<file path="config.mk">
export PLATFORM = sky130hd
export DESIGN_NAME = accel_bias_smooth_deadzone
export DESIGN_NICKNAME = d
export VERILOG_FILES = /design/src/hw/rtl/absd_pkg.sv /design/src/hw/rtl/accel_bias_smooth_deadzone.sv /design/src/hw/rtl/absd_div.sv /design/src/hw/rtl/absd_ema.sv
export SDC_FILE = /design/constraint.sdc
export NUM_CORES = 2
export LEC_CHECK = 0
export ABC_CLOCK_PERIOD_IN_PS = 43700
export BUFFER_PORTS_ARGS = -buffer_cell sky130_fd_sc_hd__clkbuf_2
export CORE_ASPECT_RATIO = 1.1
export CORE_MARGIN = 2
export CORE_UTILIZATION = 25
export CTS_BUF_LIST = sky130_fd_sc_hd__clkbuf_4 sky130_fd_sc_hd__clkbuf_8
export DETAILED_ROUTE_END_ITERATION = 6
export PLACE_DENSITY_LB_ADDON = 0.25
export SLEW_MARGIN = 20
export SYNTH_ARGS = -nofsm -noshare
export SYNTH_HDL_FRONTEND = slang
export SYNTH_SLANG_ARGS = --single-unit
</file>
<file path="constraint.sdc">
create_clock -name clk -period 43.7 [get_ports clk]
set_input_delay 2.185 -clock clk [delete_from_list [all_inputs] [get_ports clk]]
set_output_delay 2.185 -clock clk [all_outputs]
set_load 0.005 [all_outputs]
</file>
<file path="src/hw/rtl/absd_pkg.sv">
// Shared widths, register map and status types for the accelerometer conditioner.
`default_nettype none

package absd_pkg;

	// Field and state widths
	localparam int SAMPLE_W = 12;
	localparam int AVG_W    = 21;
	localparam int OFFSET_W = 20;
	localparam int SUM_W    = 19;
	localparam int GAIN_W   = 9;
	localparam int DZ_W     = 8;
	localparam int FRAC_W   = 8;

	// Bias numerator: sum magnitude in Q.8
	localparam int NUM_W = SUM_W - 1 + FRAC_W;

	// APB register map
	localparam int ADDR_W  = 3;
	localparam int PDATA_W = 32;
	localparam logic REG_GAIN     = 1'b0;
	localparam logic REG_DEADZONE = 1'b1;

	localparam logic [GAIN_W-1:0] GAIN_RESET = 9'd77;
	localparam logic [DZ_W-1:0]   DZ_RESET   = 8'd15;

	// Item kinds
	localparam logic KIND_SAMPLE = 1'b0;
	localparam logic KIND_CAL    = 1'b1;

	// Divider status seen by the top level
	typedef struct packed {
		logic busy;
		logic done;
	} div_stat_t;

endpackage

`default_nettype wire

</file>
<file path="src/hw/rtl/accel_bias_smooth_deadzone.sv">
// A sample passes the input register, then the result register; one item per cycle unless the
// divider is busy or the result slot is blocked. The attempt that ends a calibration run loads
// both sum magnitudes into a reciprocal-multiply divider; the next item waits as the biases are written.
// Calibrate items and samples inside a run produce no result; neither do failed reads.
// Reset clears flags, sums, averages and biases, and loads gain 77 and deadzone 15.
`default_nettype none

module accel_bias_smooth_deadzone import absd_pkg::*; #(
	parameter int CAL_SAMPLES = 100
) (
	input  wire logic                       clk,
	input  wire logic                       arst_n,
	// Input items
	input  wire logic                       in_valid,
	output logic                            in_ready,
	input  wire logic                       kind,
	input  wire logic signed [SAMPLE_W-1:0] sample_x_mg,
	input  wire logic signed [SAMPLE_W-1:0] sample_y_mg,
	input  wire logic                       read_good,
	// Results
	output logic                            out_valid,
	input  wire logic                       out_ready,
	output logic signed [AVG_W-1:0]         smooth_x,
	output logic signed [AVG_W-1:0]         smooth_y,
	output logic                            is_calibrated,
	// APB
	input  wire logic                       psel,
	input  wire logic                       penable,
	input  wire logic                       pwrite,
	input  wire logic [ADDR_W-1:0]          paddr,
	input  wire logic [PDATA_W-1:0]         pwdata,
	output logic [PDATA_W-1:0]              prdata,
	output logic                            pready
);

	localparam int ATT_W = $clog2(CAL_SAMPLES + 1);
	localparam logic [ATT_W-1:0] LAST_ATT = ATT_W'(CAL_SAMPLES - 1);

	// Configuration
	logic [GAIN_W-1:0] gain_q;
	logic [DZ_W-1:0]   dz_q;

	assign pready = 1'b1;

	always_ff @(posedge clk or negedge arst_n) begin
		if (!arst_n) begin
			gain_q <= GAIN_RESET;
			dz_q   <= DZ_RESET;
		end else if (psel && penable && pwrite) begin
			unique case (paddr[2])
				REG_GAIN:     gain_q <= pwdata[GAIN_W-1:0];
				REG_DEADZONE: dz_q   <= pwdata[DZ_W-1:0];
				default: ;
			endcase
		end
	end

	always_comb begin
		unique case (paddr[2])
			REG_GAIN:     prdata = PDATA_W'(gain_q);
			REG_DEADZONE: prdata = PDATA_W'(dz_q);
			default:      prdata = '0;
		endcase
	end

	// Input register
	logic                       valid_s1;
	logic                       kind_s1;
	logic signed [SAMPLE_W-1:0] sx_s1;
	logic signed [SAMPLE_W-1:0] sy_s1;
	logic                       good_s1;

	// State
	logic signed [AVG_W-1:0]    avg_x_q, avg_y_q;
	logic signed [OFFSET_W-1:0] off_x_q, off_y_q;
	logic signed [SUM_W-1:0]    sum_x_q, sum_y_q;
	logic [ATT_W-1:0]           att_q;
	logic                       calibrating_q;
	logic                       calibrated_q;

	// Result register
	logic                       out_valid_q;
	logic signed [AVG_W-1:0]    smooth_x_q, smooth_y_q;
	logic                       is_cal_q;

	div_stat_t                  stat_x, stat_y;
	logic signed [OFFSET_W-1:0] quo_x, quo_y;
	logic                       div_busy;
	logic                       div_done;

	logic                       is_cal_item;
	logic                       emits;
	logic                       s1_go;
	logic                       run_end;
	logic                       emit;
	logic signed [SUM_W-1:0]    sum_x_next, sum_y_next;
	logic [SUM_W-1:0]           abs_x, abs_y;
	logic [SUM_W-2:0]           mag_x, mag_y;
	logic signed [AVG_W-1:0]    avg_x_next, avg_y_next;

	assign div_busy = stat_x.busy | stat_y.busy;
	assign div_done = stat_x.done & stat_y.done;

	// Stage control: hold while the divider works or the result slot is blocked
	always_comb begin
		is_cal_item = (kind_s1 == KIND_CAL);
		emits       = !is_cal_item && !calibrating_q && good_s1;
		s1_go       = valid_s1 && !div_busy && (!emits || !out_valid_q || out_ready);
		in_ready    = !valid_s1 || s1_go;
		emit        = s1_go && emits;
		run_end     = s1_go && !is_cal_item && calibrating_q && (att_q == LAST_ATT);
	end

	// Calibration sums including the current sample
	always_comb begin
		sum_x_next = sum_x_q + (good_s1 ? SUM_W'(sx_s1) : SUM_W'(0));
		sum_y_next = sum_y_q + (good_s1 ? SUM_W'(sy_s1) : SUM_W'(0));
		abs_x = sum_x_next[SUM_W-1] ? -sum_x_next : sum_x_next;
		abs_y = sum_y_next[SUM_W-1] ? -sum_y_next : sum_y_next;
		mag_x = abs_x[SUM_W-2:0];
		mag_y = abs_y[SUM_W-2:0];
	end

	absd_div #(
		.DIVISOR (CAL_SAMPLES),
		.N_W     (NUM_W),
		.QUO_W   (OFFSET_W)
	) u_div_x (
		.clk    (clk),
		.arst_n (arst_n),
		.start  (run_end),
		.num    ({mag_x, FRAC_W'(0)}),
		.neg    (sum_x_next[SUM_W-1]),
		.stat   (stat_x),
		.quo    (quo_x)
	);

	absd_div #(
		.DIVISOR (CAL_SAMPLES),
		.N_W     (NUM_W),
		.QUO_W   (OFFSET_W)
	) u_div_y (
		.clk    (clk),
		.arst_n (arst_n),
		.start  (run_end),
		.num    ({mag_y, FRAC_W'(0)}),
		.neg    (sum_y_next[SUM_W-1]),
		.stat   (stat_y),
		.quo    (quo_y)
	);

	absd_ema u_ema_x (
		.sample     (sx_s1),
		.offset     (off_x_q),
		.use_offset (calibrated_q),
		.avg        (avg_x_q),
		.gain       (gain_q),
		.deadzone   (dz_q),
		.avg_next   (avg_x_next)
	);

	absd_ema u_ema_y (
		.sample     (sy_s1),
		.offset     (off_y_q),
		.use_offset (calibrated_q),
		.avg        (avg_y_q),
		.gain       (gain_q),
		.deadzone   (dz_q),
		.avg_next   (avg_y_next)
	);

	// Input register
	always_ff @(posedge clk or negedge arst_n) begin
		if (!arst_n) begin
			valid_s1 <= 1'b0;
		end else if (in_ready) begin
			valid_s1 <= in_valid;
		end
	end

	always_ff @(posedge clk) begin
		if (in_ready && in_valid) begin
			kind_s1 <= kind;
			sx_s1   <= sample_x_mg;
			sy_s1   <= sample_y_mg;
			good_s1 <= read_good;
		end
	end

	// Conditioner state
	always_ff @(posedge clk or negedge arst_n) begin
		if (!arst_n) begin
			avg_x_q       <= '0;
			avg_y_q       <= '0;
			off_x_q       <= '0;
			off_y_q       <= '0;
			sum_x_q       <= '0;
			sum_y_q       <= '0;
			att_q         <= '0;
			calibrating_q <= 1'b0;
			calibrated_q  <= 1'b0;
		end else begin
			if (div_done) begin
				off_x_q      <= quo_x;
				off_y_q      <= quo_y;
				calibrated_q <= 1'b1;
			end
			if (s1_go) begin
				if (is_cal_item) begin
					calibrating_q <= 1'b1;
					att_q         <= '0;
					sum_x_q       <= '0;
					sum_y_q       <= '0;
				end else if (calibrating_q) begin
					sum_x_q <= sum_x_next;
					sum_y_q <= sum_y_next;
					if (run_end) begin
						att_q         <= '0;
						calibrating_q <= 1'b0;
						avg_x_q       <= '0;
						avg_y_q       <= '0;
					end else begin
						att_q <= att_q + 1'b1;
					end
				end else if (good_s1) begin
					avg_x_q <= avg_x_next;
					avg_y_q <= avg_y_next;
				end
			end
		end
	end

	// Result register
	always_ff @(posedge clk or negedge arst_n) begin
		if (!arst_n) begin
			out_valid_q <= 1'b0;
		end else if (emit) begin
			out_valid_q <= 1'b1;
		end else if (out_ready) begin
			out_valid_q <= 1'b0;
		end
	end

	always_ff @(posedge clk) begin
		if (emit) begin
			smooth_x_q <= avg_x_next;
			smooth_y_q <= avg_y_next;
			is_cal_q   <= calibrated_q;
		end
	end

	assign out_valid     = out_valid_q;
	assign smooth_x      = smooth_x_q;
	assign smooth_y      = smooth_y_q;
	assign is_calibrated = is_cal_q;

	// No item advances while a bias is being computed
	a_hold_on_div: assert property (@(posedge clk) disable iff (!arst_n)
		div_busy |-> !s1_go)
		else $error("item advanced during bias division");

	// A run and a division never overlap
	a_run_div: assert property (@(posedge clk) disable iff (!arst_n)
		!(calibrating_q && div_busy))
		else $error("calibration run active while divider busy");

	// Finished division marks the block calibrated
	a_done_cal: assert property (@(posedge clk) disable iff (!arst_n)
		div_done |=> calibrated_q)
		else $error("calibrated flag not set after division");

	// Starting a division leaves the run and clears the averages
	a_run_end: assert property (@(posedge clk) disable iff (!arst_n)
		run_end |=> (!calibrating_q && avg_x_q == '0 && avg_y_q == '0 && div_busy))
		else $error("run end did not reset smoothing state");

endmodule

`default_nettype wire

</file>
<file path="src/hw/rtl/absd_div.sv">
// Constant divider of a signed magnitude by reciprocal multiplication, truncating toward zero.
`default_nettype none

module absd_div import absd_pkg::*; #(
	parameter int DIVISOR = 100,
	parameter int N_W     = 26,
	parameter int QUO_W   = 20
) (
	input  wire logic               clk,
	input  wire logic               arst_n,
	input  wire logic               start,
	input  wire logic [N_W-1:0]     num,
	input  wire logic               neg,
	output div_stat_t               stat,
	output logic signed [QUO_W-1:0] quo
);

	// floor(num / DIVISOR) equals (num * RECIP) >> SHIFT for every num below 2**N_W
	localparam int SHIFT = N_W + $clog2(DIVISOR);
	localparam longint unsigned RECIP =
		((64'd1 << SHIFT) + 64'(DIVISOR) - 64'd1) / 64'(DIVISOR);
	localparam logic [N_W:0] RECIP_C = (N_W + 1)'(RECIP);

	logic             done_q;
	logic             neg_q;
	logic [N_W-1:0]   num_q;

	logic [2*N_W:0]   prod;
	logic [QUO_W-1:0] mag;

	// Quotient is ready the cycle after start
	always_ff @(posedge clk or negedge arst_n) begin
		if (!arst_n) begin
			done_q <= 1'b0;
		end else begin
			done_q <= start;
		end
	end

	always_ff @(posedge clk) begin
		if (start) begin
			num_q <= num;
			neg_q <= neg;
		end
	end

	// Multiply by the scaled reciprocal and keep the integer part
	always_comb begin
		prod = num_q * RECIP_C;
		mag  = QUO_W'(prod >> SHIFT);
	end

	assign quo       = neg_q ? -$signed(mag) : $signed(mag);
	assign stat.busy = done_q;
	assign stat.done = done_q;

endmodule

`default_nettype wire

</file>
<file path="src/hw/rtl/absd_ema.sv">
// One axis: bias removal, exponential average, saturation and deadzone.
`default_nettype none

module absd_ema import absd_pkg::*; (
	input  wire logic signed [SAMPLE_W-1:0] sample,
	input  wire logic signed [OFFSET_W-1:0] offset,
	input  wire logic                       use_offset,
	input  wire logic signed [AVG_W-1:0]    avg,
	input  wire logic        [GAIN_W-1:0]   gain,
	input  wire logic        [DZ_W-1:0]     deadzone,
	output logic signed [AVG_W-1:0]         avg_next
);

	localparam int X_W    = OFFSET_W + 2;
	localparam int D_W    = X_W + 2;
	localparam int P_W    = D_W + GAIN_W + 1;
	localparam int STEP_W = P_W - FRAC_W;
	localparam int N_W    = STEP_W + 1;
	localparam logic signed [N_W-1:0] S_MAX = N_W'((1 <<< (AVG_W - 1)) - 1);
	localparam logic signed [N_W-1:0] S_MIN = -N_W'(1 <<< (AVG_W - 1));

	logic signed [OFFSET_W-1:0] xq;
	logic signed [X_W-1:0]      x;
	logic signed [D_W-1:0]      d;
	logic signed [P_W-1:0]      prod;
	logic signed [STEP_W-1:0]   step;
	logic signed [N_W-1:0]      n;
	logic signed [AVG_W-1:0]    n_sat;
	logic        [AVG_W:0]      mag;
	logic        [AVG_W:0]      dz_q8;

	always_comb begin
		// Q.8 sample less bias
		xq   = {sample, FRAC_W'(0)};
		x    = X_W'(xq) - (use_offset ? X_W'(offset) : X_W'(0));
		d    = D_W'(x) - D_W'(avg);
		// gain*(x-s) with floor shift
		prod = $signed({1'b0, gain}) * d;
		step = prod[P_W-1:FRAC_W];
		n    = N_W'(avg) + N_W'(step);
		// Clamp to the output range
		if (n > S_MAX)
			n_sat = AVG_W'(S_MAX);
		else if (n < S_MIN)
			n_sat = AVG_W'(S_MIN);
		else
			n_sat = n[AVG_W-1:0];
		// Deadzone on magnitude
		mag   = n_sat[AVG_W-1] ? -(AVG_W + 1)'(n_sat) : (AVG_W + 1)'(n_sat);
		dz_q8 = (AVG_W + 1)'({deadzone, FRAC_W'(0)});
		avg_next = (mag < dz_q8) ? '0 : n_sat;
	end

endmodule

`default_nettype wire

</file>
* After elaboration in Yosys (flattened, before gate mapping)
Cells that the tools add are included.
** Operators by class
- Add/subtract/negate cells :: 15
- Multiply operators :: 4
- Divide/modulo/power cells :: 0
- Magnitude comparators :: 6
- Eq/ne operators :: 2
- Shifts and indexed selects :: 0
- Multiplexer cells :: 34
- Bitwise logic cells :: 2
- Reductions and logical operators :: 27
** Operators with widths (number)
- 21-bit two-way mux :: 11
- 19-bit two-way mux :: 6
- 18-bit by 26-bit multiplier with 44-bit output, second input constant :: 2
- 22-bit two-way mux :: 4
- 10-bit by 23-bit multiplier with 33-bit output :: 2
- 32-bit case mux with 2 select lines :: 1
- 21-bit by 26-bit adder with 27-bit output :: 2
- 27-bit by 21-bit greater-than comparator with 1-bit output, second input constant :: 2
- 27-bit by 21-bit < comparator with 1-bit output, second input constant :: 2
- 22-bit by 21-bit subtractor with 23-bit output :: 2
- 22-bit by 16-bit < comparator with 1-bit output :: 2
- 21-bit negator with 22-bit output :: 2
- 20-bit by 22-bit subtractor with 22-bit output :: 2
- 20-bit two-way mux :: 2
- 20-bit negator :: 2
- 19-bit adder :: 2
- 18-bit two-way mux :: 2
- 18-bit negator :: 2
- 7-bit two-way mux :: 3
- 1-bit logical AND :: 11
- 7-bit by 1-bit adder with 7-bit output, second input constant :: 1
- 7-bit == test, second input constant :: 1
- 1-bit zero test :: 6
- 2-bit AND reduction :: 3
- other kinds (6) :: 15
** Word-level totals
- Register bits :: 256
- Bits in latches :: 0
- Bits in writable memories :: 0
- ROM bits :: 0
- Input port bits :: 68
- Output and inout bits :: 78
- Word-level logic and storage cells :: 115
- Memories kept :: 0

* Longest topological paths before layout
- Word-level depth :: 14
- Gate-level depth with buffers :: 69
- Depth with buffers taken out :: 61

* Hierarchy
A second synthesis with hierarchy kept.
** Second synthesis, totals
- Cell total of the unflattened synthesis :: 6521
- Area total of the unflattened synthesis :: 59826.1 sq um
** Modules (own cells, without submodules)
- absd_div :: instances 2, cells each 1366, area an instance 13191.4 sq um, sequential area each 835.8 sq um
- absd_ema at u_ema_y :: instances 1, cells each 1401, area an instance 11327.1 sq um, sequential area each 0.0 sq um
- accel_bias_smooth_deadzone :: instances 1, cells each 1006, area an instance 11114.4 sq um, sequential area each 5785.5 sq um
- absd_ema at u_ema_x :: instances 1, cells each 1382, area an instance 11001.8 sq um, sequential area each 0.0 sq um

* Worst setup path after synthesis
Ideal clock, no wire load.
- Kind :: flip-flop to flip-flop
- Start point :: register calibrated_q
- End point :: register smooth_x_q[10], in the netlist smooth_x[10], data pin
- Library setup time :: 270 ps
- Arrival time :: 13547 ps
- Data required time :: 43430 ps
- Setup slack :: 29882 ps
- Stages on the path, launching flop included :: 58
- Path buffers :: 9
- Clock period less this slack :: 13818 ps
- Path through :: dfrtp_1 -> clkbuf_1 -> clkbuf_1 -> clkbuf_1 -> nand2_1 -> ha_1 -> a41o_1 -> a21o_1 -> a21o_1 -> a21oi_1 -> o21bai_1 -> a21o_1 -> a41o_1 -> o21a_1 -> nor2_1 -> xnor2_1 -> ha_1 -> a21o_1 -> [22 not listed] -> o31a_1 -> o221ai_1 -> o31a_1 -> a311oi_1 -> clkbuf_1 -> clkbuf_1 -> buf_1 -> nand2_1 -> ha_1 -> a21o_1 -> a21o_1 -> a21oi_1 -> o21ai_0 -> a311o_1 -> a31oi_1 -> nor4b_4 -> buf_2 -> a21oi_1
** On the way
- Word-level cells in the longest chain between the ends :: 12
- Elaborated cells on any way between the ends :: 13
- Classes of those cells :: add/sub (4); mul (1); order compare (3); mux (5)
** Ends and longest elaborated chain
- start: declaration :: RTL line accel_bias_smooth_deadzone.sv:79 : logic calibrated_q;
- start signal: assignment :: RTL line accel_bias_smooth_deadzone.sv:201 : calibrated_q <= 1'b0;
- start signal: assignment :: RTL line accel_bias_smooth_deadzone.sv:206 : calibrated_q <= 1'b1;
- 22-bit two-way mux * :: RTL line absd_ema.sv:35 : x = X_W'(xq) - (use_offset ? X_W'(offset) : X_W'(0));
- 20-bit by 22-bit subtractor with 22-bit output * :: RTL line absd_ema.sv:35
- 22-bit by 21-bit subtractor with 23-bit output * :: RTL line absd_ema.sv:36 : d = D_W'(x) - D_W'(avg);
- 10-bit by 23-bit multiplier with 33-bit output * :: RTL line absd_ema.sv:38 : prod = $signed({1'b0, gain}) * d;
- 21-bit by 26-bit adder with 27-bit output * :: RTL line absd_ema.sv:40 : n = N_W'(avg) + N_W'(step);
- 27-bit by 21-bit < comparator with 1-bit output :: RTL line absd_ema.sv:44 : else if (n < S_MIN)
- 21-bit two-way mux :: RTL line absd_ema.sv:44
- 21-bit two-way mux * :: RTL line absd_ema.sv:42 : if (n > S_MAX)
- 21-bit negator with 22-bit output :: RTL line absd_ema.sv:49 : mag = n_sat[AVG_W-1] ? -(AVG_W + 1)'(n_sat) : (AVG_W + 1)'(n_sat);
- 22-bit two-way mux :: RTL line absd_ema.sv:49
- 22-bit by 16-bit < comparator with 1-bit output :: RTL line absd_ema.sv:51 : avg_next = (mag < dz_q8) ? '0 : n_sat;
- 21-bit two-way mux * :: RTL line absd_ema.sv:51
- named net avg_x_next[10] :: RTL line accel_bias_smooth_deadzone.sv:99 : logic signed [AVG_W-1:0] avg_x_next, avg_y_next;
- end signal: assignment :: RTL line accel_bias_smooth_deadzone.sv:246 : smooth_x_q <= avg_x_next;
- end: declaration :: RTL line accel_bias_smooth_deadzone.sv:83 : logic signed [AVG_W-1:0] smooth_x_q, smooth_y_q;
The timed path passes the listed nets; every way through them passes the cells marked *.
A chain may end at the register's enable or synchronous reset.

* Worst setup path in the final report
- Start point :: register off_x_q[2]
- End point :: register smooth_x_q[9], in the netlist smooth_x[9], data pin
** On the way
- Word-level cells in the longest chain between the ends :: 12
- Elaborated cells on any way between the ends :: 13
- Classes of those cells :: add/sub (4); mul (1); order compare (3); mux (5)
** Ends and longest elaborated chain
- start: declaration :: RTL line accel_bias_smooth_deadzone.sv:75 : logic signed [OFFSET_W-1:0] off_x_q, off_y_q;
- start signal: assignment :: RTL line accel_bias_smooth_deadzone.sv:204 : off_x_q <= quo_x;
- 22-bit two-way mux * :: RTL line absd_ema.sv:35
- 20-bit by 22-bit subtractor with 22-bit output * :: RTL line absd_ema.sv:35
- 22-bit by 21-bit subtractor with 23-bit output * :: RTL line absd_ema.sv:36
- 10-bit by 23-bit multiplier with 33-bit output * :: RTL line absd_ema.sv:38
- 21-bit by 26-bit adder with 27-bit output * :: RTL line absd_ema.sv:40
- 27-bit by 21-bit < comparator with 1-bit output :: RTL line absd_ema.sv:44
- 21-bit two-way mux :: RTL line absd_ema.sv:44
- 21-bit two-way mux * :: RTL line absd_ema.sv:42
- 21-bit negator with 22-bit output :: RTL line absd_ema.sv:49
- 22-bit two-way mux :: RTL line absd_ema.sv:49
- 22-bit by 16-bit < comparator with 1-bit output :: RTL line absd_ema.sv:51
- 21-bit two-way mux * :: RTL line absd_ema.sv:51
- named net avg_x_next[9] :: RTL line accel_bias_smooth_deadzone.sv:99
Marked as above.

==> results.cfg <==
[drt]
drc_errors = 2
wire_per_inst_um = 17.01
drt_iter0_markers = 1723
num_vias = 36780
vias_per_cell = 4.571
ant_nets = 0
dr.pass1.iters = 7
routed_wl_mm = 136.9

[yosys]
synth_cells = 5405
synth_top_area_cell = fa_1
async_reset_ff_share_pct = 58.20
yosys_warnings = 0
synth_area_per_cell_um2 = 9.041
ys.flop_type = dfrtp_1
yosysTopAreaCellShare_pct = 25.56
synth_edf_count = 107
synthTopCellsByArea = fa_1 26%, ha_1 17%, dfrtp_1 7.2%
synth_cell_types = 92
ys_seq_area_share_pct = 14.23
ys_ff_latch = 256
netlist_area_mm2 = 0.04887

[die]
initial_core_util_pct = 25.11
fp-row-count = 170
ios = 146
die_h_um = 467.7
die_w_um = 425.5
core_area_mm2 = 0.1946
dieArea_mm2 = 0.1990

[clocking]
cts_sinks = 256
cts-hold-fix-buffers = 0
cts_resized = 0
post_cts_buffers = 0
numCtsBuffers = 44
insertion_delay_ps = 700
clock_path_buffers = 3
htree_levels = 2
path_clk_slew_ps = 60
cts_tree = built
root_buffer = clkbuf_8

[timing]
relSlewSlack_pct = 25.70
fmax_ghz = 0.06145
rsz0062_at_grt = false
fin_crit_sh_pct = 37.24
worst_pin_slew_ps = 1107
finalMaxSlewViolations = 0
setup_viol = 0
fin_skew_ps = 65.65
setup_tns_ps = 0
hold_viol_final = 0
period_needed_ps = 16270

[critical_path]
crit_top_cell = a21oi_1
worstSetupEndpointType = flip-flop
worst-path-max-fanout = 40
worstPathArrival_ps = 16680
cp-start-kind = flip-flop
slowest_delay_ps = 870
slowest_stage = a21oi_1
worstPathRequired_ps = 44100
path_class = flip-flop to flip-flop
r2r-start = off_x_q[2]
cp-startpoint = off_x_q[2]

[placement]
portBuffers = 96
place_inst = 7960
place_congestion = 0.8686
dpl.hpwl_mm = 112.7

[global_routing]
first_global_vias = 39040
antenna_found_initial = 5
grt_pass1_wl_mm = 219.9
overflow = 0
grt_max_degree = 63
grtUsageTotal_pct = 13.92

[final_layout]
synthToLayoutAreaGrowth_pct = 9.021
n_fill_cell = 20830
instances_no_fill = 8046
drive_gt1_share_pct = 6.224
nets = 6794

[flow_run]
max_cap_viol_count = 0

[run_status]
violations = design-rule violations
status = finished, violations left

[worst_hold_path]
hold_path.class = flip-flop to flip-flop
hold_start = sum_x_q[16]
-- cells in the final DEF, fill, tap and decap left out, types with 18 or more instances in the layout --
cell type and count:
dfrtp_1 137, o21ai_1 21, nor3_1 78, a311oi_1 18, and3_1 23, a21o_1 102, clkbuf_2 95, a21boi_0 22
nand4_1 21, buf_4 48, o31ai_1 60, clkbuf_8 50, inv_1 890, mux2i_1 25, nand2b_1 48, nand3_1 77
conb_1 24, fa_1 624, and2_1 236, or3_1 21, or2_2 26, edfxtp_1 107, xnor2_1 179, a31oi_1 34
xor2_1 91, mux2_2 48, nor4_1 19, o21ai_0 166, a22o_1 31, o21a_1 61, nor2b_1 79, a21oi_1 215
o211ai_1 20, nor2_1 274, a211oi_1 32, ha_1 675, nand2_1 497
-- state kept, by name, summed over array words and instances (netlist names), 9 cells and up --
name           count
sum_y_q           19
u_div_y.num_q     18
sum_x_q           19
sy_s1             12
sx_s1             12
smooth_y          21
off_y_q           20
gain_q             9
avg_y_q           21
avg_x_q           21
u_div_x.num_q     18
off_x_q           20
smooth_x          21
-- metrics by stage --
stage | setup slack, ps | area, µm² | hold WS [ps] | util [%]
6_report | 27430 | 53270 | 493.5 | 27.37
5_1_grt | 26100 | 53270 | 519.1 | 27.37
4_1_cts | 27420 | 53240 | 498.4 | 27.35
3_5_place_dp | 27460 | 52250 | 482.4 | 26.84
3_3_place_gp | 27550 | 52250 | 475.1 | 26.84
2_1_floorplan | 29880 | 48950 | 448.9 | -
-- cell families (layout without fill, tap and decap cells) --
kind of cell             count (synthesis)  in the layout  share of synthesized area, %
other                                    2             27                       0.01537
adder cells (fa/ha/maj)               1299           1299                         42.85
AO/OA/AOI/OAI                          951            951                         13.09
AND/OR/NAND/NOR                       1471           1471                         14.83
multiplexers                            73             73                         1.618
XOR/XNOR                               270            270                         4.839
buffers and inverters                 1083           1119                         8.534
flip-flops                             256            256                         14.23
-- Yosys cell counts, types with 24 or more instances --
library cell,instances
a211oi_1,32
a21o_1,102
a21oi_1,216
a22o_1,31
a31oi_1,34
and2_1,237
buf_4,24
clkbuf_1,150
dfrtp_1,141
edfxtp_1,107
fa_1,624
ha_1,675
inv_1,890
mux2_2,48
mux2i_1,25
nand2_1,498
nand2b_1,48
nand3_1,77
nor2_1,275
nor2b_1,79
nor3_1,78
o21a_1,61
o21ai_0,167
o31ai_1,60
or2_2,26
xnor2_1,179
xor2_1,91
-- worst paths after layout --
kind	end	slack, ps	cells past startpoint
setup / recovery	smooth_x[9]	27430	53
hold / removal	sum_x_q[16]	490	2
setup reg to reg	smooth_x[9]	27430	53
hold reg to reg	sum_x_q[16]	490	2
max in group asynchronous	avg_y_q[12]	40270	3
min in group asynchronous	avg_x_q[14]	1430	1
-- final cells by class --
type | count | area, µm² | share of cell area [%]
tap | 2580 | 3228 | 6.059
sequential | 256 | 6957 | 13.06
multi-input combinational | 4088 | 37870 | 71.08
clock buffer | 65 | 800.8 | 1.503
antenna | 3 | 7.507 | 0.01409
inverter | 892 | 3348 | 6.285
timing repair buffer | 145 | 874.6 | 1.642
clock inverter | 17 | 191.4 | 0.3593
-- routing by layer --
metal,track usage (%),up-vias,routed length [µm]
met4,4.191,8,4200
met1,16.60,18210,57100
met2,26.52,469,72690
met5,0,-,35
met3,0.7725,136,2874
li1,-,17950,-
-- critical path: cells and delay by family, from the launching register on --
kind / cells / cell delay, ps
AO/OA/AOI/OAI: 24 / 6460
XOR/XNOR: 3 / 1380
adder cells (fa/ha/maj): 9 / 4270
buffers and inverters: 5 / 1020
flip-flops: 1 / 440
AND/OR/NAND/NOR: 12 / 2360
Power is not shown: default switching activity piles up to over one toggle a cycle in this logic, so the estimate is an artifact.
